==> config.mk <==
export PLATFORM = sky130hd
export DESIGN_NAME = rqs_ram
export DESIGN_NICKNAME = d
export VERILOG_FILES = /design/src/record_quicksort_by_key_unit_macros.svh /design/src/rqs_ram.sv
export SDC_FILE = /design/constraint.sdc
export NUM_CORES = 2
export LEC_CHECK = 0
export BUFFER_PORTS_ARGS = -buffer_cell sky130_fd_sc_hd__buf_2
export CORE_MARGIN = 3
export CORE_UTILIZATION = 55
export DETAILED_ROUTE_END_ITERATION = 8
export GPL_TIMING_DRIVEN = 0
export PLACE_DENSITY = 0.75
export RECOVER_POWER = 50
export SLEW_MARGIN = 25
export SYNTH_ARGS = -nofsm -noshare
export SYNTH_HDL_FRONTEND = slang
export SYNTH_SLANG_ARGS = --single-unit
==> constraint.sdc <==
create_clock -name clk -period 6.5 [get_ports clk]
set_clock_uncertainty 0.05 [all_clocks]
set_input_delay 0 -clock clk [delete_from_list [all_inputs] [get_ports clk]]
set_output_delay 0 -clock clk [all_outputs]
set_load 0.1 [all_outputs]
==> src/record_quicksort_by_key_unit_macros.svh <==
// Assertion helpers for the files that check their own logic.
// Both expect signals named clk and rst_n in the enclosing module.
`ifndef RECORD_QUICKSORT_BY_KEY_UNIT_MACROS_SVH
`define RECORD_QUICKSORT_BY_KEY_UNIT_MACROS_SVH

// The condition holds at every clock edge out of reset.
`define RQS_ALWAYS(label, cond, msg) \
  label: assert property (@(posedge clk) disable iff (!rst_n) (cond)) else $error(msg);

// When the trigger holds, the condition holds in the next cycle.
`define RQS_NEXT(label, trig, cond, msg) \
  label: assert property (@(posedge clk) disable iff (!rst_n) (trig) |=> (cond)) else $error(msg);

`endif

==> src/rqs_ram.sv <==
`timescale 1ns / 1ps
module rqs_ram #(
  parameter int WIDTH = 64,
  parameter int DEPTH = 64
) (
  input  logic                     clk,
  input  logic                     we,
  input  logic [$clog2(DEPTH)-1:0] waddr,
  input  logic [WIDTH-1:0]         wdata,
  input  logic [$clog2(DEPTH)-1:0] raddr,
  output logic [WIDTH-1:0]         rdata
);

  logic [WIDTH-1:0] mem [DEPTH];

  always_ff @(posedge clk) begin
    if (we) begin
      mem[waddr] <= wdata;
    end
    rdata <= mem[raddr];
  end

endmodule

==> impl_metrics.ini <==
[worst_setup_path]
reg2reg_from = mem[47][58]
setup.worst_path.class = in2reg
cp-startpoint = waddr[4]
cp_data_required_time_ns = 7.02
cp-start-kind = input port
cp.arrival_ns = 4.78
critPathCaptureType = flip-flop
reg2reg_depth = 5
critical_path_peak_fanout = 8

[power_and_ir_drop]
power_mw = 56.1
power_density_nw_per_um2 = 309
peakVddDrop_mv = 0.298
p_leak_nw = 56.9

[cts]
ctsRootBufferMaster = clkbuf_16
clock_latency_ns = 0.94
numClockSinks = 4160
cts_tree = built
h-tree-depth = 5
cts_setup_buffers = 0
cts-buffers-inserted = 394
clk_pin_slew_worst_paths_ns = 0.07
ctsResizeCount = 0
clockBufferDepth = 4

[sta]
final-hold-violation-count = 0
slew_viol_final = 4158
max_freq_ghz = 0.235
holdWs_ns = 0.261
min_period_over_period_pct = 65.5
tightest_slew_ns = 3.78
setup-violations-final = 0
fin_crit_ns = 4.26
rsz0062_at_grt = no
slew-limit-headroom_pct = -152
setup_ws_ns = 2.24

[floorplanning]
die_area_sq_um = 291000
io_pins = 142
coreArea_sq_um = 283000
rows = 195
die_x_microns = 539
start_util_pct = 55.3
dieHeight_microns = 539

[synth]
synth_cell_types = 33
synth_area_sq_um = 156000
yosysWarnings = 0
yosys.area.top_type_share_pct = 78.7
async_flop_share_pct = 0
synth-seq-cells = 4160
yosys-top-cells-area = edfxtp_1, mux4_2, mux2i_1
yosys.area.top_type = edfxtp_1
netlist_instances = 6598
ys_seq_area_share_pct = 79.5
synth_area_per_cell_sq_um = 23.7
synth-edff-count = 4096
synth_flop_cell = edfxtp_1
synth_nets = 6676

[global_routing]
grt_max_degree = 65
first_global_vias = 82000
grt_usage_pct = 30.8
grt_overflow = 0
antenna_found_initial = 38
grt_pass1_wl_microns = 630000

[placed_design]
port_buffers = 133
dp_slack_ns = 2.49
dp_cells = 10700
dpl_cell_area_sq_um = 168000
place_congestion = 0.878
dp_hpwl_microns = 280000

[routing]
drc = 0
drt-wirelength-per-cell_microns = 38.9
viasPerCell = 6.98
vias = 80600
drt_wl_total_microns = 448000
ant_nets = 0
first_pass_iters = 6
first_iter_violations = 13900

[min_path]
holdPathStages = 3
min_from = waddr[3]
hp-class = in2reg

[finish]
stdcell_count = 11500
fin_area_sq_um = 181000
final_nets = 7547
layout-drive-gt1-share_pct = 28.1
area_delta_synth_final_pct = 16.1

[status]
status = complete, but fails checks
violations = max-capacitance violations, max-slew violations

[job]
cap_violations = 67
## routing by layer
metal / vias up / share of wire [%] / GRT usage (%)
met3: 1514 / 15 / 10.1
met1: 41600 / 32 / 39.4
li1: 30300 / - / -
met2: 7207 / 47 / 47.3
met5: - / 0.077 / 0.460
met4: 26 / 6.7 / 16.7
## layout make-up
type                       instances  area, sq um
antenna                           20         50.0
buffer                           370         1790
clock buffer                     492        10500
clock inverter                   213         2130
fill                           17100       101000
inverter                          19         71.3
multi-input combinational       2049        30700
sequential                      4160       124000
tap                             3743         4680
timing repair buffer             475         7280
## repair_timing
| item | 4_1_cts | 5_1_grt |
|---|---|---|
| hold endpoints to repair | 4145 | 0 |
| hold buffers | 74 | 0 |
| endpoints found under the setup margin | 0 | 0 |
## power by group
group,switching (mW),leakage (nW),internal (mW),total (mW)
clock,9.94,6.14,12.9,22.9
sequential,0.0721,37.4,29.8,29.8
combinational,2.43,13.3,0.987,3.41
total,12.4,56.9,43.7,56.1
## cell families (layout without fill, tap and decap cells)
group           Yosys count  in the layout  synth area share (%)
buf+inv                 389           1569                  1.18
simple gates            386            386                  1.24
other cells               0             20                     0
compound gates          504            504                  2.48
mux                    1159           1159                  15.6
flops                  4160           4160                  79.5
## worst paths after layout
path | to | slack (ns)
worst min-delay path | mem[9][61] | 0.26
worst min register to register | rdata[50] | 0.86
worst max register to register | rdata[58] | 3.55
worst max-delay path | mem[49][21] | 2.24
## sequential cells by signal (all words and copies together) (netlist names)
name	count
mem	4096
rdata	64
## cell usage in the layout, fill, tap and decap left out, types with 8 or more instances in the layout
master | synthesis | routed
a41oi_1 | 26 | 21
buf_12 | 0 | 113
nor2b_1 | 28 | 28
clkinvlp_4 | 0 | 15
edfxtp_1 | 4096 | 4096
a2bb2oi_1 | 19 | 19
o22ai_1 | 83 | 82
diode_2 | 0 | 20
nor2_4 | 0 | 56
or3_1 | 29 | 29
buf_6 | 6 | 13
buf_2 | 170 | 207
nand2b_1 | 11 | 11
buf_4 | 34 | 50
clkbuf_1 | 140 | 311
mux4_2 | 1024 | 1024
dlygate4sd3_1 | 0 | 74
nand2_1 | 58 | 58
or2_2 | 28 | 28
nand3_1 | 45 | 45
mux2i_1 | 135 | 135
clkbuf_16 | 0 | 399
a211oi_1 | 63 | 62
dfxtp_1 | 64 | 64
a31oi_1 | 18 | 17
bufinv_16 | 0 | 38
buf_1 | 20 | 19
clkinv_1 | 0 | 78
a22oi_1 | 168 | 168
o221ai_1 | 38 | 38
nor2_1 | 112 | 55
clkinv_2 | 0 | 63
clkbuf_8 | 0 | 14
inv_1 | 19 | 19
a22o_1 | 88 | 88
inv_6 | 0 | 9
and3_1 | 64 | 64
clkbuf_2 | 0 | 8
buf_16 | 0 | 127
## cell usage after synthesis, types with 6 or more instances
master and n:
edfxtp_1 4096, mux4_2 1024, buf_2 170, a22oi_1 168, clkbuf_1 140, mux2i_1 135, nor2_1 112, a22o_1 88
o22ai_1 83, and3_1 64, dfxtp_1 64, a211oi_1 63, nand2_1 58, nand3_1 45, o221ai_1 38, buf_4 34
or3_1 29, nor2b_1 28, or2_2 28, a41oi_1 26, buf_1 20, a2bb2oi_1 19, inv_1 19, a31oi_1 18
nand2b_1 11, buf_6 6
## metrics by stage
step	TNS [ns]	utilization (%)
after global routing	0	64.2
after global placement	-4299.37	57.2
after detailed placement	0	59.6
after floorplan	0	-
final	0	64.2
after CTS	0	64.3
## critical path: stages
cell,delay (ns)
dlygate4sd3_1,0.53
clkbuf_1,0.48
nor2b_1,0.41
nand4_1,0.21
dlygate4sd3_1,0.78
nor3_2,0.60
buf_6,0.24
buf_4,0.21
buf_6,0.18
buf_4,0.23
buf_4,0.23
buf_4,0.22
buf_4,0.21
buf_4,0.22
No activity file was read; power rests on OpenSTA's default activity.
